==> src/hdl/ybd_pkg.sv <==
// Shared types and constants for the detector post-processing block.
// No dependencies; ybd_decode, ybd_nms, the top level and the testbench import this package.

package ybd_pkg;

	localparam int CfgIdxW = 3;
	localparam int CfgDataW = 16;
	localparam int CntW = 7;
	localparam int MaxClasses = 128;

	localparam logic [CfgIdxW-1:0] RegInputSize = 3'd0;
	localparam logic [CfgIdxW-1:0] RegOrigWidth = 3'd1;
	localparam logic [CfgIdxW-1:0] RegOrigHeight = 3'd2;
	localparam logic [CfgIdxW-1:0] RegConfThresh = 3'd3;
	localparam logic [CfgIdxW-1:0] RegNmsThresh = 3'd4;
	localparam logic [CfgIdxW-1:0] RegNumClasses = 3'd5;

	typedef struct packed {
		logic [11:0] input_size;
		logic [13:0] orig_width;
		logic [13:0] orig_height;
		logic [15:0] conf_thresh;
		logic [15:0] nms_thresh;
		logic [7:0]  num_classes;
	} cfg_t;

	typedef struct packed {
		logic [6:0]         class_id;
		logic [15:0]        confidence;
		logic signed [15:0] box_x;
		logic signed [15:0] box_y;
		logic [14:0]        box_w;
		logic [14:0]        box_h;
	} cand_t;

	typedef struct packed {
		cand_t box;
		logic  no_boxes;
		logic  overflow;
		logic  last;
	} res_t;

	typedef struct packed {
		logic            start;
		logic [CntW-1:0] count;
		logic            overflow;
	} nms_ctrl_t;

endpackage

==> src/hdl/ybd_nms.sv <==
// Greedy non-maximum suppression over the candidate store and result output register.
// Depends on ybd_pkg; reads the candidate RAM through a registered read port.

module ybd_nms
	import ybd_pkg::*;
#(
	parameter int MAX_BOXES = 64,
	localparam int AW = (MAX_BOXES > 1) ? $clog2(MAX_BOXES) : 1
) (
	input  logic          clk,
	input  logic          arst_n,
	input  nms_ctrl_t     ctrl,
	input  logic [15:0]   nms_thresh,
	output logic          done,
	output logic [AW-1:0] raddr,
	input  cand_t         rdata,
	output logic          out_valid,
	input  logic          out_ready,
	output res_t          out_data
);
	typedef enum logic [13:0] {
		N_IDLE     = 14'b00000000000001,
		N_SEL_RD   = 14'b00000000000010,
		N_SEL_CHK  = 14'b00000000000100,
		N_CUR_RD   = 14'b00000000001000,
		N_CUR_LD   = 14'b00000000010000,
		N_CUR_AREA = 14'b00000000100000,
		N_OV_RD    = 14'b00000001000000,
		N_OV_A     = 14'b00000010000000,
		N_OV_B     = 14'b00000100000000,
		N_OV_C     = 14'b00001000000000,
		N_OV_D     = 14'b00010000000000,
		N_KEEP     = 14'b00100000000000,
		N_FINAL    = 14'b01000000000000,
		N_DONE     = 14'b10000000000000
	} nms_state_t;

	nms_state_t         state_q;
	logic [MAX_BOXES-1:0] proc_q;
	logic [MAX_BOXES-1:0] kept_q;
	logic [CntW-1:0]    count_q;
	logic [CntW-1:0]    j_q;
	logic               found_q;
	logic [15:0]        best_conf_q;
	logic [AW-1:0]      best_idx_q;
	logic               ovf_q;
	cand_t              cur_q;
	cand_t              pend_q;
	logic               pend_valid_q;
	logic [31:0]        area_a_q;
	logic [31:0]        area_b_q;
	logic [31:0]        inter_q;
	logic signed [17:0] dx_q;
	logic signed [17:0] dy_q;
	logic [14:0]        bw_q;
	logic [14:0]        bh_q;
	logic [47:0]        lhs_q;
	logic [47:0]        rhs_q;
	logic               ovalid_q;
	res_t               odata_q;

	logic               cand_ok;
	logic               out_free;
	logic               load;
	res_t               load_data;
	logic signed [17:0] ax1, ay1, ax2, ay2, bx1, by1, bx2, by2;
	logic signed [17:0] ix1, iy1, ix2, iy2;
	logic [31:0]        uni;

	assign out_free = !ovalid_q || out_ready;
	assign cand_ok = !proc_q[j_q[AW-1:0]] && (!found_q || (rdata.confidence > best_conf_q));

	always_comb begin
		unique case (state_q)
			N_CUR_RD: raddr = best_idx_q;
			default:  raddr = j_q[AW-1:0];
		endcase
	end

	always_comb begin
		ax1 = {{2{cur_q.box_x[15]}}, cur_q.box_x};
		ay1 = {{2{cur_q.box_y[15]}}, cur_q.box_y};
		ax2 = ax1 + $signed({3'd0, cur_q.box_w});
		ay2 = ay1 + $signed({3'd0, cur_q.box_h});
		bx1 = {{2{rdata.box_x[15]}}, rdata.box_x};
		by1 = {{2{rdata.box_y[15]}}, rdata.box_y};
		bx2 = bx1 + $signed({3'd0, rdata.box_w});
		by2 = by1 + $signed({3'd0, rdata.box_h});
		ix1 = (ax1 > bx1) ? ax1 : bx1;
		iy1 = (ay1 > by1) ? ay1 : by1;
		ix2 = (ax2 < bx2) ? ax2 : bx2;
		iy2 = (ay2 < by2) ? ay2 : by2;
		uni = area_a_q + area_b_q - inter_q;
	end

	always_comb begin
		load = 1'b0;
		load_data = '0;
		load_data.overflow = ovf_q;
		if ((state_q == N_KEEP) && pend_valid_q && out_free) begin
			load = 1'b1;
			load_data.box = pend_q;
		end else if ((state_q == N_FINAL) && out_free) begin
			load = 1'b1;
			load_data.last = 1'b1;
			if (pend_valid_q) begin
				load_data.box = pend_q;
			end else begin
				load_data.no_boxes = 1'b1;
			end
		end
	end

	always_ff @(posedge clk or negedge arst_n) begin
		if (!arst_n) begin
			state_q <= N_IDLE;
			proc_q <= '0;
			kept_q <= '0;
			count_q <= '0;
			j_q <= '0;
			found_q <= 1'b0;
			best_conf_q <= '0;
			best_idx_q <= '0;
			ovf_q <= 1'b0;
			cur_q <= '0;
			pend_q <= '0;
			pend_valid_q <= 1'b0;
			area_a_q <= '0;
			area_b_q <= '0;
			inter_q <= '0;
			dx_q <= '0;
			dy_q <= '0;
			bw_q <= '0;
			bh_q <= '0;
			lhs_q <= '0;
			rhs_q <= '0;
			ovalid_q <= 1'b0;
			odata_q <= '0;
		end else begin
			if (load) begin
				ovalid_q <= 1'b1;
				odata_q <= load_data;
			end else if (out_ready) begin
				ovalid_q <= 1'b0;
			end

			unique case (state_q)
				N_IDLE: begin
					if (ctrl.start) begin
						proc_q <= '0;
						kept_q <= '0;
						pend_valid_q <= 1'b0;
						count_q <= ctrl.count;
						ovf_q <= ctrl.overflow;
						j_q <= '0;
						found_q <= 1'b0;
						state_q <= (ctrl.count == '0) ? N_FINAL : N_SEL_RD;
					end
				end
				N_SEL_RD: state_q <= N_SEL_CHK;
				N_SEL_CHK: begin
					if (cand_ok) begin
						found_q <= 1'b1;
						best_conf_q <= rdata.confidence;
						best_idx_q <= j_q[AW-1:0];
					end
					if (j_q == count_q - 1'b1) begin
						state_q <= (found_q || cand_ok) ? N_CUR_RD : N_FINAL;
					end else begin
						j_q <= j_q + 1'b1;
						state_q <= N_SEL_RD;
					end
				end
				N_CUR_RD: state_q <= N_CUR_LD;
				N_CUR_LD: begin
					cur_q <= rdata;
					proc_q[best_idx_q] <= 1'b1;
					state_q <= N_CUR_AREA;
				end
				N_CUR_AREA: begin
					area_a_q <= 32'(cur_q.box_w) * 32'(cur_q.box_h);
					j_q <= '0;
					state_q <= N_OV_RD;
				end
				N_OV_RD: begin
					if (j_q == count_q) begin
						state_q <= N_KEEP;
					end else if (!kept_q[j_q[AW-1:0]]) begin
						j_q <= j_q + 1'b1;
					end else begin
						state_q <= N_OV_A;
					end
				end
				N_OV_A: begin
					dx_q <= ix2 - ix1;
					dy_q <= iy2 - iy1;
					bw_q <= rdata.box_w;
					bh_q <= rdata.box_h;
					state_q <= N_OV_B;
				end
				N_OV_B: begin
					if ((dx_q > 18'sd0) && (dy_q > 18'sd0)) begin
						inter_q <= 32'(dx_q[15:0]) * 32'(dy_q[15:0]);
					end else begin
						inter_q <= '0;
					end
					area_b_q <= 32'(bw_q) * 32'(bh_q);
					state_q <= N_OV_C;
				end
				N_OV_C: begin
					lhs_q <= {inter_q, 16'd0};
					rhs_q <= 48'(nms_thresh) * 48'(uni);
					state_q <= N_OV_D;
				end
				N_OV_D: begin
					if (lhs_q <= rhs_q) begin
						j_q <= j_q + 1'b1;
						state_q <= N_OV_RD;
					end else begin
						j_q <= '0;
						found_q <= 1'b0;
						state_q <= N_SEL_RD;
					end
				end
				N_KEEP: begin
					kept_q[best_idx_q] <= 1'b1;
					if (!pend_valid_q || out_free) begin
						pend_q <= cur_q;
						pend_valid_q <= 1'b1;
						j_q <= '0;
						found_q <= 1'b0;
						state_q <= N_SEL_RD;
					end
				end
				N_FINAL: begin
					if (out_free) begin
						state_q <= N_DONE;
					end
				end
				N_DONE: state_q <= N_IDLE;
				default: state_q <= N_IDLE;
			endcase
		end
	end

	assign done = (state_q == N_DONE);
	assign out_valid = ovalid_q;
	assign out_data = odata_q;
endmodule

==> config.mk <==
export PLATFORM = sky130hd
export DESIGN_NAME = ybd_nms
export DESIGN_NICKNAME = d
export VERILOG_FILES = /design/src/hdl/ybd_pkg.sv /design/src/hdl/ybd_nms.sv
export SDC_FILE = /design/constraint.sdc
export NUM_CORES = 2
export LEC_CHECK = 0
export BUFFER_PORTS_ARGS = -buffer_cell sky130_fd_sc_hd__buf_2
export CAP_MARGIN = 10
export CORE_MARGIN = 5
export CORE_UTILIZATION = 45
export DETAILED_ROUTE_END_ITERATION = 16
export SYNTH_ARGS = -nofsm -noshare
export SYNTH_HDL_FRONTEND = slang
export SYNTH_SLANG_ARGS = --single-unit
==> constraint.sdc <==
create_clock -name clk -period 9.4 [get_ports clk]
set_clock_uncertainty 0.15 [all_clocks]
set_input_delay 0.47 -clock clk [delete_from_list [all_inputs] [get_ports clk]]
set_output_delay 0.47 -clock clk [all_outputs]
set_load 0.01 [all_outputs]
## Word-level counts from Yosys, hierarchy flattened

Index checks and enable logic that the tools add are counted.

- Register bits: 678
- Input port bits: 113
- Output and inout bits: 96

- Eq/ne operators: 25
- $lt $le $gt $ge: 11
- Add/sub/neg operators: 10
- Multiplexer cells: 49
- $mul: 4
- Bitwise gates (word level): 2
- Reduce and logical (&&, ||, !) cells: 29

Operators by type and width:

| operator | number |
|---|---|
| $pmux W64 S2 | 2 |
| $pmux W14 S13 | 1 |
| $mux W85 | 2 |
| $or A64 B64 Y64 | 2 |
| $mux W86 | 1 |
| $mux W18 | 4 |
| $mux W14 | 5 |
| $add A16 B16 Y17 | 4 |
| $mux W64 | 1 |
| $mul A15 B15 Y30 | 2 |
| $mux W7 | 7 |
| $gt A16 B16 Y1 | 3 |
| $le A48 B48 Y1 | 1 |
| $mul A16 B32 Y48 | 1 |
| $pmux W7 S6 | 1 |
| $mux W13 | 3 |
| $gt A18 B1 Y1 const B | 2 |
| $sub A18 B18 Y18 | 2 |
| $lt A17 B17 Y1 | 2 |
| $mul A16 B16 Y32 | 1 |
| $mux W32 | 1 |
| $sub A31 B32 Y32 | 1 |
| $add A30 B30 Y31 | 1 |
| $mux W1 | 15 |
| 39 further kinds | 65 |

## Depth between registers and ports, before layout

- Word-level depth: 8
- Gate-level depth with buffers: 38
- Gate-level depth less buffers: 36

## Worst setup path after synthesis

OpenSTA, ideal clock, no wires.

- Path kind: register to register
- Start point: reg area_a_q[8]
- End point: reg rhs_q[42]
- Clock period less this slack: 8825 ps
- Stages on the path, launching flop included: 34
- Slack: 575 ps
- Data arrival time: 8542 ps
- Required time: 9117 ps
- Cells stage by stage: dfrtp_1 > inv_1 > fa_1 > inv_1 > ha_1 > and3_1 > nand2_1 > nor4_1 > nor2_1 > o31ai_1 > a211oi_1 > o21ai_0 > xor2_1 > clkbuf_1 > nand2_1 > fa_1 > fa_1 > inv_1 > fa_1 > fa_1 > fa_1 > inv_1 > fa_1 > inv_1 > ha_1 > a21o_1 > a21o_1 > a21oi_1 > a21oi_1 > a221oi_1 > nand3_1 > a31oi_1 > xor2_1 > o21ai_0

- Cells in the longest elaborated chain, start to end: 3

Ends and longest elaborated chain:

| item | RTL line | RTL |
|---|---|---|
| start, declared | ybd_nms.sv:50 | `logic [31:0] area_a_q;` |
| start signal, assigned | ybd_nms.sv:181 | `area_a_q <= 32'(cur_q.box_w) * 32'(cur_q.box_h);` |
| $add A30 B30 Y31 | ybd_nms.sv:93 | `uni = area_a_q + area_b_q - inter_q;` |
| $sub A31 B32 Y32 | ybd_nms.sv:93 |  |
| $mul A16 B32 Y48 | ybd_nms.sv:212 | `rhs_q <= 48'(nms_thresh) * 48'(uni);` |
| end signal, assigned | ybd_nms.sv:212 |  |
| end, declared | ybd_nms.sv:58 | `logic [47:0] rhs_q;` |

Every way passes these cells.
A chain may end at the register's enable or synchronous reset.

## Worst setup path in the final report

- Start point: reg inter_q[14]
- End point: reg rhs_q[47]

- Cells in the longest elaborated chain, start to end: 2

Ends and longest elaborated chain:

| item | RTL line | RTL |
|---|---|---|
| start, declared | ybd_nms.sv:52 | `logic [31:0] inter_q;` |
| start signal, assigned | ybd_nms.sv:203 | `inter_q <= 32'(dx_q[15:0]) * 32'(dy_q[15:0]);` |
| $sub A31 B32 Y32 | ybd_nms.sv:93 |  |
| $mul A16 B32 Y48 | ybd_nms.sv:212 |  |

Every way passes these cells.

==> metrics.txt <==
post-synth top area cell fa_1; Worst Hold Path Cells 3; initial antenna violation count 11; Worst path most repeated cell fa_1; reg-to-reg critical path endpoint rhs_q[47]; Routed WL roughly 220 mm; CP startpoint kind flop; Design Area, Final 83300 um^2; Crit. End Element flop; Num CTS Buffers slightly above 80; Port Buf Inserts 208; outcome finished clean; DP Cell Count 10.7k; relative slew slack 0.185; count of final setup violators 0; Tmin final around 9.1 ns; Tcrit/Tclk final 0.968; adder-cell share of the synthesized area 0.368; layout cell share with drive strength beyond 1 0.0765; wire length of the first global-routing pass approximately 350 mm; RePlAce Congestion between 0.9 and 1; Via Count just under 60k; top post-synthesis cells by count nand2_1, inv_1, fa_1; cells after synthesis about 8.5k; Area Growth Syn to Fin 10.0%; Worst path slowest cell fa_1; antenna-violating nets left 0; number of global-route vias before repair a little over 60k; largest net degree at the start of global routing roughly 170; chip height 420 um; die area ~180000 um^2; die width around 420 um; hold endpoint ay1[1]; Cell Area, Synth 75700 um^2; worst r2r src inter_q[14]; CP Data Arrival Time 9.50 ns; Post-synth EDFFs 0; Tot GR Track Use 0.250; TNS Setup 0 ns; Syn Nets roughly 10k; CP Data Required Time 9.79 ns; Worst-path clk slew 0.06 ns; Worst Path Max Fanout 16; HP Start rdata[31]; core area approximately 170000 um^2; Synth async-reset ratio 1.00; FF+latch count, synth 678; flop2flop setup slack 0.30 ns; Longest Clk Path Bufs 3; root buffer cell clkbuf_16; Synth Area in Simple Gates 0.178; clk sinks approximately 680; DR WL/cell 19.9 um; Ys Warns 0; Cell Rows 150; VDD IR max roughly 310 uV; delay of the slowest critical-path stage 0.55 ns; max_cap viols 0; Final Hold Viols 0; Nets about 10k; mux contribution to synthesized area 0.0285; fill cell count approximately 16k; DP Area between 70000 and 80000 um^2; class of the worst hold path in2reg; Post-Syn Area per Cell 8.87 um^2; Leakage ~44 nW; CTS tree built; DRC 0; Overall Power between 10 and 15 mW; Worst Tran Pin Value between 1 and 1.5 ns; Slew Limit Fails 0; Cell variety after synth 81; top-count cell post-synth nand2_1; PwrDens between 100 and 150 nW/um^2; Detailed Place HPWL about 170 mm; cells on worst reg2reg path 34; Post-synth top flop dfrtp_1; fmax approximately 0.11 GHz; # IOs 209; via-per-instance ratio ~5.4; Max H-tree Level 3; Clock Latency Late Sink between 0.7 and 0.8 ns; Setup CP Type reg2reg; first-pass detailed-route iteration total 7; Initial Util 0.453; largest family of logic cells by synthesized area adder cells; Synth Area in Compound Gates 0.0905; Post-Layout Cell Count between 10k and 15k; DR iter-0 viols 3706; top-area cell type share of the netlist area 0.260; global route overflow 0; register area share after synthesis 0.224; Area contributors post-synth fa_1, dfrtp_1, ha_1; Synth Area in XOR/XNOR 0.0270
[logic make-up after synthesis]
group                      count (synthesis)
AOI/OAI and AO/OA                       1146
xor gates and xnor gates                 232
adders and majority gates               1634
buffers and inverters                   1693
DFF                                      678
muxes                                    162
and+or+nand+nor                         2986
[critical path, delay by kind of cell, from the launching register on]
family / cells / cell delay (ns)
compound gates: 6 / 1.33
xor+xnor: 1 / 0.28
fa+ha+maj: 9 / 4.31
buf+inv: 7 / 0.78
flops: 1 / 0.47
simple gates: 11 / 1.64
[per-layer routing]
metal	GRT usage	up-vias	share of wire
met1	0.328	29700	0.42
met5	0	-	0
met4	0.0776	0	0.035
met3	0.0312	368	0.049
met2	0.432	1581	0.49
li1	-	27100	-
[report_power, final]
| group | total (mW) | switching (mW) | internal, mW |
|---|---|---|---|
| registers | 3.07 | 0.0783 | 2.99 |
| logic | 5.71 | 3.49 | 2.22 |
| clock network | 3.29 | 1.38 | 1.90 |
| total | 12.1 | 4.95 | 7.11 |
[sequential cells by signal, summed over array words and instances, names as in the netlist, 16 cells and up]
register     count
out_data        88
pend_q          85
kept_q          64
proc_q          64
cur_q           53
rhs_q           48
inter_q         32
lhs_q           32
area_a_q        30
area_b_q        30
dx_q            18
dy_q            18
ax1             16
ay1             16
best_conf_q     16
[area by class of cell]
cell class	count	area, um^2	share of cell area
diodes	7	17.5	0.000210
repair buffers	435	3110	0.0374
clock buffers	107	2320	0.0278
well taps	2204	2760	0.0331
clock inverters	39	507	0.00609
multi-input cells	6160	52700	0.633
inverters	1304	4890	0.0588
flip-flops and latches	678	17000	0.204
[layout by cell type, fill, tap and decap left out, types with 38 or more instances in the layout]
cell type / n
a21o_1: 115
a21oi_1: 336
and2_1: 478
buf_2: 208
buf_4: 119
clkbuf_16: 83
dfrtp_1: 674
dlygate4sd3_1: 93
fa_1: 982
ha_1: 643
inv_1: 1304
mux2_2: 57
mux2i_1: 68
nand2_1: 1817
nand2b_1: 42
nand3_1: 61
nand4_1: 38
nor2_1: 267
nor2b_1: 49
nor3_1: 59
o21a_1: 47
o21ai_0: 387
xnor2_1: 134
xor2_1: 89
[worst max-delay path by stage]
stage	from	to	slack [ns]	depth (start not counted)
global route	area_a_q[2]	rhs_q[42]	-0.07	34
CTS	area_a_q[16]	rhs_q[45]	0.02	33
global placement	inter_q[0]	rhs_q[44]	0.02	33
detailed placement	inter_q[0]	rhs_q[44]	-0.11	31
finish	inter_q[14]	rhs_q[47]	0.30	34
floorplan	area_a_q[8]	rhs_q[42]	0.57	33
[metrics by stage]
| stage | setup WS [ns] | hold WS, ns | util |
|---|---|---|---|
| after floorplan | 0.575 | 0.0244 | - |
| after global placement | 0.0204 | 0.300 | 0.473 |
| after detailed placement | -0.113 | 0.305 | 0.473 |
| after CTS | 0.0152 | 0.0123 | 0.496 |
| after global routing | -0.0741 | 0.0490 | 0.498 |
| final | 0.297 | 0.0679 | 0.498 |
[repair_timing]
action	CTS	global route
setup endpoints to repair	1	15
hold buffers	93	0
endpoints found under the hold margin	206	0
gates cloned	0	0
setup buffers	0	10
gates resized for setup	3	62
pin swaps	0	21
Note: power is estimated with default switching activity, not from simulation.
