<file path="config.mk">
export PLATFORM = sky130hd
export DESIGN_NAME = ybd_decode
export DESIGN_NICKNAME = d
export VERILOG_FILES = /design/src/hdl/ybd_pkg.sv /design/src/hdl/ybd_div.sv /design/src/hdl/ybd_decode.sv
export SDC_FILE = /design/constraint.sdc
export NUM_CORES = 2
export LEC_CHECK = 0
export BUFFER_PORTS_ARGS = -buffer_cell sky130_fd_sc_hd__buf_4
export CORE_MARGIN = 2
export CORE_UTILIZATION = 55
export CTS_CLUSTER_DIAMETER = 150
export CTS_CLUSTER_SIZE = 24
export DETAILED_ROUTE_END_ITERATION = 10
export MAX_ROUTING_LAYER = met4
export PLACE_DENSITY = 0.74
export SYNTH_ARGS = -nofsm -noshare
export SYNTH_HDL_FRONTEND = slang
export SYNTH_SLANG_ARGS = --single-unit
</file>
<file path="constraint.sdc">
create_clock -name clk -period 22.9 [get_ports clk]
set_input_delay 1.145 -clock clk [delete_from_list [all_inputs] [get_ports clk]]
set_output_delay 1.145 -clock clk [all_outputs]
set_load 0.005 [all_outputs]
</file>
<file path="src/hdl/ybd_pkg.sv">
// Shared types and constants for the detector post-processing block.
// No dependencies; ybd_decode, ybd_nms, the top level and the testbench import this package.

package ybd_pkg;

	localparam int CfgIdxW = 3;
	localparam int CfgDataW = 16;
	localparam int CntW = 7;
	localparam int MaxClasses = 128;

	localparam logic [CfgIdxW-1:0] RegInputSize = 3'd0;
	localparam logic [CfgIdxW-1:0] RegOrigWidth = 3'd1;
	localparam logic [CfgIdxW-1:0] RegOrigHeight = 3'd2;
	localparam logic [CfgIdxW-1:0] RegConfThresh = 3'd3;
	localparam logic [CfgIdxW-1:0] RegNmsThresh = 3'd4;
	localparam logic [CfgIdxW-1:0] RegNumClasses = 3'd5;

	typedef struct packed {
		logic [11:0] input_size;
		logic [13:0] orig_width;
		logic [13:0] orig_height;
		logic [15:0] conf_thresh;
		logic [15:0] nms_thresh;
		logic [7:0]  num_classes;
	} cfg_t;

	typedef struct packed {
		logic [6:0]         class_id;
		logic [15:0]        confidence;
		logic signed [15:0] box_x;
		logic signed [15:0] box_y;
		logic [14:0]        box_w;
		logic [14:0]        box_h;
	} cand_t;

	typedef struct packed {
		cand_t box;
		logic  no_boxes;
		logic  overflow;
		logic  last;
	} res_t;

	typedef struct packed {
		logic            start;
		logic [CntW-1:0] count;
		logic            overflow;
	} nms_ctrl_t;

endpackage

</file>
<file path="src/hdl/ybd_div.sv">
// Restoring divider, one quotient bit per cycle, unsigned operands.
// No dependencies; used by the box mapping sequencer.

module ybd_div #(
	parameter int NW = 50,
	parameter int DW = 29,
	localparam int CW = $clog2(NW + 1)
) (
	input  logic          clk,
	input  logic          arst_n,
	input  logic          start,
	input  logic [NW-1:0] dividend,
	input  logic [DW-1:0] divisor,
	output logic          done,
	output logic [NW-1:0] quotient,
	output logic [DW-1:0] remainder
);
	logic [NW-1:0] quo_q;
	logic [DW-1:0] rem_q;
	logic [DW-1:0] dvs_q;
	logic [CW-1:0] cnt_q;
	logic          run_q;
	logic          done_q;
	logic [DW:0]   trial;
	logic [DW:0]   diff;
	logic          fits;

	assign trial = {rem_q, quo_q[NW-1]};
	assign diff = trial - {1'b0, dvs_q};
	assign fits = trial >= {1'b0, dvs_q};

	always_ff @(posedge clk or negedge arst_n) begin
		if (!arst_n) begin
			quo_q <= '0;
			rem_q <= '0;
			dvs_q <= '0;
			cnt_q <= '0;
			run_q <= 1'b0;
			done_q <= 1'b0;
		end else begin
			done_q <= 1'b0;
			if (start) begin
				quo_q <= dividend;
				rem_q <= '0;
				dvs_q <= divisor;
				cnt_q <= CW'(NW);
				run_q <= 1'b1;
			end else if (run_q) begin
				rem_q <= fits ? diff[DW-1:0] : trial[DW-1:0];
				quo_q <= {quo_q[NW-2:0], fits};
				cnt_q <= cnt_q - 1'b1;
				if (cnt_q == CW'(1)) begin
					run_q <= 1'b0;
					done_q <= 1'b1;
				end
			end
		end
	end

	assign done = done_q;
	assign quotient = quo_q;
	assign remainder = rem_q;
endmodule

</file>
<file path="src/hdl/ybd_decode.sv">
// Row intake, confidence test and letterbox box mapping into the candidate store.
// Depends on ybd_pkg and ybd_div.

module ybd_decode
	import ybd_pkg::*;
#(
	parameter int MAX_BOXES = 64,
	parameter int VALUE_FRAC_BITS = 16,
	localparam int AW = (MAX_BOXES > 1) ? $clog2(MAX_BOXES) : 1
) (
	input  logic               clk,
	input  logic               arst_n,
	input  cfg_t               cfg,
	input  logic               in_valid,
	output logic               in_ready,
	input  logic signed [31:0] in_value,
	input  logic               in_eor,
	input  logic               in_eof,
	output logic               wr_en,
	output logic [AW-1:0]      wr_addr,
	output cand_t              wr_data,
	output nms_ctrl_t          nms_ctrl,
	input  logic               nms_done
);
	localparam int F = VALUE_FRAC_BITS;
	localparam int TW = ((48 > 17 + F) ? 48 : 17 + F) + 1;
	localparam int NW = ((49 > 26 + F) ? 49 : 26 + F) + 1;
	localparam int DW = 13 + F;
	localparam logic signed [NW:0] QHi = 32767;
	localparam logic signed [NW:0] QLoPos = -32768;
	localparam logic signed [NW:0] QLoSize = 1;

	typedef enum logic [8:0] {
		S_IDLE  = 9'b000000001,
		S_CHECK = 9'b000000010,
		S_MUL   = 9'b000000100,
		S_LOAD  = 9'b000001000,
		S_DIV   = 9'b000010000,
		S_FIX   = 9'b000100000,
		S_WRITE = 9'b001000000,
		S_END   = 9'b010000000,
		S_NMS   = 9'b100000000
	} dec_state_t;

	dec_state_t         state_q;
	logic [7:0]         elem_idx_q;
	logic signed [31:0] field_q [4];
	logic signed [31:0] best_q;
	logic [7:0]         best_cls_q;
	logic               eof_q;
	logic [1:0]         k_q;
	logic signed [48:0] prod_a_q;
	logic [25:0]        prod_b_q;
	logic               neg_q;
	logic [15:0]        res_q [4];
	logic [CntW-1:0]    count_q;
	logic               ovf_q;

	logic               accept;
	logic [8:0]         nc;
	logic [7:0]         cls_off;
	logic [11:0]        in_eff;
	logic [13:0]        wd_eff;
	logic [13:0]        ht_eff;
	logic [13:0]        m_eff;
	logic [13:0]        side;
	logic [13:0]        m_minus;
	logic [DW-1:0]      divisor;
	logic signed [TW-1:0] thr_lhs;
	logic signed [TW-1:0] thr_rhs;
	logic               passes;
	logic [47:0]        conf_full;
	logic [15:0]        conf;
	logic signed [33:0] a_sel;
	logic signed [14:0] m_s;
	logic signed [NW-1:0] b_term;
	logic signed [NW-1:0] num;
	logic [NW-1:0]      dividend;
	logic               div_start;
	logic               div_done;
	logic [NW-1:0]      div_q;
	logic [DW-1:0]      div_r;
	logic signed [NW:0] q_fl;
	logic signed [NW:0] q_rnd;
	logic signed [NW:0] q_lo;
	logic [DW-1:0]      r_fl;
	logic [DW:0]        r2;
	logic               up;
	logic [15:0]        fix;

	assign in_ready = (state_q == S_IDLE);
	assign accept = in_valid && in_ready;
	assign cls_off = elem_idx_q - 8'd4;

	always_comb begin
		nc = {1'b0, cfg.num_classes};
		if (cfg.num_classes == 8'd0) begin
			nc = 9'd1;
		end else if (nc > 9'(MaxClasses)) begin
			nc = 9'(MaxClasses);
		end
	end

	assign in_eff = (cfg.input_size == 12'd0) ? 12'd1 : cfg.input_size;
	assign wd_eff = (cfg.orig_width == 14'd0) ? 14'd1 : cfg.orig_width;
	assign ht_eff = (cfg.orig_height == 14'd0) ? 14'd1 : cfg.orig_height;
	assign m_eff = (wd_eff > ht_eff) ? wd_eff : ht_eff;
	assign side = k_q[0] ? ht_eff : wd_eff;
	assign m_minus = m_eff - side;
	assign divisor = {in_eff, {(F + 1){1'b0}}};
	assign m_s = $signed({1'b0, m_eff});

	assign thr_lhs = $signed({{(TW - 48){best_q[31]}}, best_q, 16'd0});
	assign thr_rhs = $signed({{(TW - 16 - F){1'b0}}, cfg.conf_thresh, {F{1'b0}}});
	assign passes = thr_lhs > thr_rhs;
	assign conf_full = {best_q, 16'd0} >> F;
	assign conf = (conf_full[47:16] != 32'd0) ? 16'hFFFF : conf_full[15:0];

	always_comb begin
		unique case (k_q)
			2'd0: a_sel = ({{2{field_q[0][31]}}, field_q[0]} <<< 1)
				- {{2{field_q[2][31]}}, field_q[2]};
			2'd1: a_sel = ({{2{field_q[1][31]}}, field_q[1]} <<< 1)
				- {{2{field_q[3][31]}}, field_q[3]};
			2'd2: a_sel = {{2{field_q[2][31]}}, field_q[2]} <<< 1;
			2'd3: a_sel = {{2{field_q[3][31]}}, field_q[3]} <<< 1;
			default: a_sel = '0;
		endcase
	end

	assign b_term = $signed({{(NW - 26 - F){1'b0}}, prod_b_q, {F{1'b0}}});
	assign num = NW'(prod_a_q) - b_term;
	assign dividend = num[NW-1] ? NW'(-num) : NW'(num);
	assign div_start = (state_q == S_LOAD);

	ybd_div #(
		.NW(NW),
		.DW(DW)
	) u_div (
		.clk(clk),
		.arst_n(arst_n),
		.start(div_start),
		.dividend(dividend),
		.divisor(divisor),
		.done(div_done),
		.quotient(div_q),
		.remainder(div_r)
	);

	always_comb begin
		if (!neg_q) begin
			q_fl = $signed({1'b0, div_q});
			r_fl = div_r;
		end else if (div_r == '0) begin
			q_fl = -$signed({1'b0, div_q});
			r_fl = '0;
		end else begin
			q_fl = -$signed({1'b0, div_q}) - $signed({{NW{1'b0}}, 1'b1});
			r_fl = divisor - div_r;
		end
		r2 = {r_fl, 1'b0};
		up = (r2 > {1'b0, divisor}) || ((r2 == {1'b0, divisor}) && q_fl[0]);
		q_rnd = q_fl + $signed({{NW{1'b0}}, up});
		q_lo = k_q[1] ? QLoSize : QLoPos;
		if (q_rnd > QHi) begin
			fix = 16'h7FFF;
		end else if (q_rnd < q_lo) begin
			fix = q_lo[15:0];
		end else begin
			fix = q_rnd[15:0];
		end
	end

	always_ff @(posedge clk or negedge arst_n) begin
		if (!arst_n) begin
			state_q <= S_IDLE;
			elem_idx_q <= '0;
			best_q <= '0;
			best_cls_q <= '0;
			eof_q <= 1'b0;
			k_q <= '0;
			prod_a_q <= '0;
			prod_b_q <= '0;
			neg_q <= 1'b0;
			count_q <= '0;
			ovf_q <= 1'b0;
			for (int i = 0; i < 4; i++) begin
				field_q[i] <= '0;
				res_q[i] <= '0;
			end
		end else begin
			unique case (state_q)
				S_IDLE: begin
					if (accept) begin
						if (elem_idx_q < 8'd4) begin
							field_q[elem_idx_q[1:0]] <= in_value;
						end else if (({1'b0, cls_off} < nc)
							&& ((elem_idx_q == 8'd4) || (in_value > best_q))) begin
							best_q <= in_value;
							best_cls_q <= cls_off;
						end
						if (elem_idx_q != 8'hFF) begin
							elem_idx_q <= elem_idx_q + 8'd1;
						end
						if (in_eor || in_eof) begin
							eof_q <= in_eof;
							state_q <= S_CHECK;
						end
					end
				end
				S_CHECK: begin
					k_q <= 2'd0;
					if ((elem_idx_q < 8'd5) || !passes) begin
						state_q <= S_END;
					end else if (count_q >= CntW'(MAX_BOXES)) begin
						ovf_q <= 1'b1;
						state_q <= S_END;
					end else begin
						state_q <= S_MUL;
					end
				end
				S_MUL: begin
					prod_a_q <= a_sel * m_s;
					prod_b_q <= k_q[1] ? 26'd0 : 26'(m_minus) * 26'(in_eff);
					state_q <= S_LOAD;
				end
				S_LOAD: begin
					neg_q <= num[NW-1];
					state_q <= S_DIV;
				end
				S_DIV: begin
					if (div_done) begin
						state_q <= S_FIX;
					end
				end
				S_FIX: begin
					res_q[k_q] <= fix;
					if (k_q == 2'd3) begin
						state_q <= S_WRITE;
					end else begin
						k_q <= k_q + 2'd1;
						state_q <= S_MUL;
					end
				end
				S_WRITE: begin
					count_q <= count_q + 1'b1;
					state_q <= S_END;
				end
				S_END: begin
					elem_idx_q <= '0;
					state_q <= eof_q ? S_NMS : S_IDLE;
				end
				S_NMS: begin
					if (nms_done) begin
						count_q <= '0;
						ovf_q <= 1'b0;
						state_q <= S_IDLE;
					end
				end
				default: state_q <= S_IDLE;
			endcase
		end
	end

	assign wr_en = (state_q == S_WRITE);
	assign wr_addr = count_q[AW-1:0];
	assign wr_data = '{
		class_id: best_cls_q[6:0],
		confidence: conf,
		box_x: res_q[0],
		box_y: res_q[1],
		box_w: res_q[2][14:0],
		box_h: res_q[3][14:0]
	};
	assign nms_ctrl = '{
		start: (state_q == S_END) && eof_q,
		count: count_q,
		overflow: ovf_q
	};
endmodule

</file>
* Word-level counts from Yosys, hierarchy flattened
Index checks and enable logic that the tools add are counted.
** Word-level totals
- Register bits after elaboration :: 434
- Bits of input ports :: 118
- Output and inout port bits :: 102
** Cells by class
- Add/subtract/negate cells :: 15
- $mul :: 2
- Magnitude comparators :: 16
- Equal/unequal tests :: 24
- Mux-type cells :: 57
- Bitwise gates (word level) :: 3
- Reduce and logical (&&, ||, !) cells :: 31
** Operators by type and width (count)
- 51-bit 2-to-1 mux :: 3
- 50-bit 2-to-1 mux :: 3
- 29-bit 2-to-1 mux :: 5
- 34-bit case mux with 4 select lines :: 1
- 128-bit bitwise mux :: 1
- 9-bit case mux with 9 select lines :: 1
- 33-bit by 32-bit subtractor with 34-bit output :: 2
- 64-bit bitwise mux :: 1
- 32-bit demux with 2-bit select :: 1
- 16-bit 2-to-1 mux :: 4
- 29-bit subtractor :: 2
- 14-bit 2-to-1 mux :: 4
- 9-bit 2-to-1 mux :: 6
- 51-bit by 2-bit adder with 51-bit output :: 1
- 51-bit by 16-bit > comparator with 1-bit output (second input constant) :: 1
- 51-bit less-than comparator :: 1
- 50-bit negator with 51-bit output :: 1
- 51-bit by 2-bit subtractor with 51-bit output (second input constant) :: 1
- 50-bit negator :: 1
- 49-bit by 43-bit subtractor with 50-bit output :: 1
- 34-bit by 15-bit multiplier with 49-bit output :: 1
- 48-bit by 33-bit > comparator with 1-bit output :: 1
- 8-bit 2-to-1 mux :: 5
- 16-bit demux with 2-bit select :: 1
- other kinds (60) :: 99

* Longest topological paths before layout
- Depth after elaboration :: 13
- Gate-level depth with buffers :: 55
- Depth with buffers taken out :: 50

* Modules after synthesis
From an unflattened synthesis, not the netlist that was laid out.
** Second synthesis, totals
- Cells, all modules :: 6882
- Area, all modules :: 58841.4 um2
** By module, submodules not included
- ybd_decode :: instances 1, cells an instance 6138, area each 52024.9 um2, sequential area each 8334.2 um2
- ybd_div :: instances 1, cells an instance 744, area each 6816.5 um2, sequential area each 2902.8 um2

* Least setup slack after synthesis
No wires, ideal clock.
- Path kind :: input-to-reg
- Start point :: in cfg[61] (netlist bit)
- End point :: reg prod_b_q[25]
- Setup time :: 0.121 ns
- Arrival :: 10.745 ns
- Required time :: 22.779 ns
- Slack :: 12.034 ns
- Stages on the path :: 46
- Buffers on the path :: 3
- Path through :: clkbuf_1 -> ha_1 -> a21o_1 -> maj3_1 -> a21o_1 -> a21o_1 -> a21o_1 -> a21o_1 -> a221o_1 -> nand2_1 -> buf_1 -> mux2i_1 -> inv_1 -> ha_1 -> inv_1 -> fa_1 -> a21o_1 -> a21oi_1 -> [10 not listed] -> nand2_1 -> fa_1 -> inv_1 -> fa_1 -> fa_1 -> fa_1 -> inv_1 -> fa_1 -> inv_1 -> ha_1 -> nand3_1 -> o2111ai_1 -> a31oi_1 -> nor2b_1 -> o21a_1 -> o41ai_1 -> xnor2_1 -> a22o_1
** Between the ends
- Cells in the longest elaborated chain, start to end :: 7
** Ends and longest elaborated chain
- start: declaration :: RTL line ybd_decode.sv:13 : input cfg_t cfg,
- 14-bit zero test :: RTL line ybd_decode.sv:105 : assign wd_eff = (cfg.orig_width == 14'd0) ? 14'd1 : cfg.orig_width;
- 14-bit 2-to-1 mux (*) :: RTL line ybd_decode.sv:105
- 14-bit > comparator :: RTL line ybd_decode.sv:107 : assign m_eff = (wd_eff > ht_eff) ? wd_eff : ht_eff;
- 14-bit 2-to-1 mux :: RTL line ybd_decode.sv:107
- 14-bit subtractor (*) :: RTL line ybd_decode.sv:109 : assign m_minus = m_eff - side;
- 14-bit by 12-bit multiplier with 26-bit output (*) :: RTL line ybd_decode.sv:224 : prod_b_q <= k_q[1] ? 26'd0 : 26'(m_minus) * 26'(in_eff);
- 26-bit 2-to-1 mux (*) :: RTL line ybd_decode.sv:224
- end signal: assignment :: RTL line ybd_decode.sv:224
- end: declaration :: RTL line ybd_decode.sv:53 : logic [25:0] prod_b_q;
Every way passes the cells marked *; elsewhere a longest branch is shown, timed or not.
A chain may end at the register's enable or synchronous reset.

* Worst setup path in the final report
- Start point :: in cfg[47] (netlist bit)
- End point :: reg prod_b_q[24]
** Between the ends
- Cells in the longest elaborated chain, start to end :: 7
** Ends and longest elaborated chain
- 14-bit zero test :: RTL line ybd_decode.sv:106 : assign ht_eff = (cfg.orig_height == 14'd0) ? 14'd1 : cfg.orig_height;
- 14-bit 2-to-1 mux (*) :: RTL line ybd_decode.sv:106
- 14-bit > comparator :: RTL line ybd_decode.sv:107
- 14-bit 2-to-1 mux :: RTL line ybd_decode.sv:107
- 14-bit subtractor (*) :: RTL line ybd_decode.sv:109
- 14-bit by 12-bit multiplier with 26-bit output (*) :: RTL line ybd_decode.sv:224
- 26-bit 2-to-1 mux (*) :: RTL line ybd_decode.sv:224
Marks and branches as above.

==> flow_summary.json <==
{
  "vias_per_cell": 5.89,
  "dieArea_um2": 105000,
  "synthCells": 6460,
  "clock_sinks": 432,
  "gp_congestion": 0.954,
  "synth_edf_count": 0,
  "io_buffers": 203,
  "max_freq_ghz": 0.0833,
  "drc_errors": 0,
  "syn_to_final_growth_pct": 5.01,
  "holdWs_ns": 0.489,
  "ctsHtreeMaxLevel": 1,
  "syn_area_um2": 56300,
  "async_flop_share": 1.00,
  "clock_path_buffers": 3,
  "drt-total-wl_um": 148000,
  "avgSynthCellArea_um2": 8.72,
  "critical_path_class": "in2reg",
  "crit_path_start_kind": "input pin",
  "drtIter0Drc": 3500,
  "maxSlewViolCount": 0,
  "antenna_found_initial": 0,
  "num_io_pins": 220,
  "track_usage": 0.292,
  "setup_tns_ns": 0,
  "fin_crit_sh": 0.524,
  "endpoint_kind": "flip-flop",
  "crit_fanout": 30,
  "clk_pin_slew_worst_paths_ns": 0.10,
  "ys_types": 131,
  "cts_inserted_buffers": 22,
  "synth_common_cells": "inv_1 (857), nand2_1 (728), fa_1 (559)",
  "ys_seq_area_frac": 0.192,
  "tightest_slew_ns": 1.26,
  "yosys.area.top_type": "fa_1",
  "rsz0062_at_grt": "no",
  "max_stage_delay_ns": 0.78,
  "start_util": 0.554,
  "cts_tree": "yes",
  "yosys_register_bits": 432,
  "layout.nets": 7537,
  "synth_top_area_frac": 0.199,
  "core_um2": 102000,
  "finalCriticalPeriod_ns": 12.00,
  "ctsHoldBuffers": 0,
  "synth_nets": 7574,
  "yosysMostFrequentCell": "inv_1",
  "grt_pass1_vias": 45400,
  "maxCapViolations": 0,
  "finalHoldViolCount": 0,
  "status": "completed",
  "slew_headroom": 0.159,
  "ctsResizeCount": 0,
  "grt_pass1_wl_um": 240000,
  "synth-warning-count": 0,
  "finalSetupViolations": 0,
  "grt_overflow_total": 0,
  "required_ns": 23.43,
  "synth_ff_type": "dfrtp_1",
  "num_vias": 46000,
  "rows": 117,
  "min_path_type": "reg2reg",
  "insertion_delay_ns": 0.63,
  "finClkSkew_ns": 0.0585,
  "die_width_um": 324,
  "antenna_left": 0,
  "drive_gt1_frac": 0.0906,
  "grt_max_degree": 105,
  "first_pass_iters": 6,
  "cts-root-buf": "clkbuf_16",
  "routedWlPerCell_um": 19.0,
  "synth_area_leaders": "fa_1 (20%), dfrtp_1 (19%), ha_1 (9.7%)",
  "cts_setup_buffers": 0,
  "dp_hpwl_um": 117000,
  "die_h_um": 324,
  "slowest_stage": "xnor2_2",
  "cp.arrival_ns": 12.53
}
## worst max-delay path, delay by kind of cell
family,cells,cell delay [ns]
xor gates and xnor gates,2,0.92
adders and majority gates,9,3.79
muxes,1,0.27
buffers and inverters,9,1.26
AOI/OAI and AO/OA,19,3.86
and+or+nand+nor,7,1.24
## layout by cell type, fill, tap and decap left out, types with 72 or more instances in the layout
cell type / count
inv_1: 857
nand2_1: 728
fa_1: 559
ha_1: 436
dfrtp_1: 428
nor2_1: 399
a21oi_1: 271
buf_4: 264
o21ai_0: 258
xnor2_1: 226
and2_1: 176
mux2_2: 144
xor2_1: 128
nor3_1: 122
nand3_1: 111
a21o_1: 100
a31oi_1: 100
mux2i_1: 88
nand4_1: 72
## final timing paths
check                             from            to  slack [ns]  cells past startpoint
setup reg to reg            field_q[2]  prod_a_q[48]       11.59                     41
setup / recovery               cfg[47]  prod_b_q[24]       10.90                     47
hold / removal             wr_data[45]   wr_data[45]        0.49                      2
min in group asynchronous       arst_n         neg_q        0.56                      1
max in group asynchronous       arst_n   u_div.run_q       19.96                      3
hold reg to reg            wr_data[45]   wr_data[45]        0.49                      2
## per-stage QoR
stage	util	std cells	worst slack (ns)	area, µm²
3_5_place_dp	0.575	7767	10.52	58500
5_1_grt	0.581	7801	10.38	59100
4_1_cts	0.581	7801	11.15	59100
3_3_place_gp	0.575	7767	10.70	58500
6_report	0.581	7802	10.90	59100
2_1_floorplan	-	6460	12.03	56300
## routing by layer
metal | track usage | wire [µm] | vias up
met4 | 0.102 | 5840 | 0
met3 | 0.0411 | 10300 | 305
met1 | 0.385 | 64000 | 22500
met5 | - | 0 | -
li1 | - | - | 21600
met2 | 0.461 | 68300 | 1543
## final cells by class
type                            instances  area [µm²]
Sequential cell                       432       10800
Inverter                              861        3230
Clock buffer                           31         584
Tap cell                             1368        1710
Fill cell                            9069       42600
Timing Repair Buffer                  265        2000
Multi-Input combinational cell       4841       40800
Clock inverter                          3        43.8
Antenna cell                            1        2.50
## flip-flops by register name (all words and copies together) (netlist names), 6 cells and up
register,cells
u_div.cnt_q,6
u_div.quotient,50
elem_idx_q,8
u_div.remainder,29
count_q,7
prod_b_q,26
field_q,128
wr_data,62
u_div.dvs_q,12
best_cls_q,7
prod_a_q,49
best_q,32
state_q,9
## cells by family after synthesis
family,synth area share
flip-flops,0.192
AND/OR/NAND/NOR,0.188
XOR/XNOR,0.0576
buffers and inverters,0.0869
AO/OA/AOI/OAI,0.135
adder cells (fa/ha/maj),0.296
multiplexers,0.0450
Power is left out: the tool's default activity adds up to more than one toggle a clock period on the data nets, which glitch-free logic cannot reach.
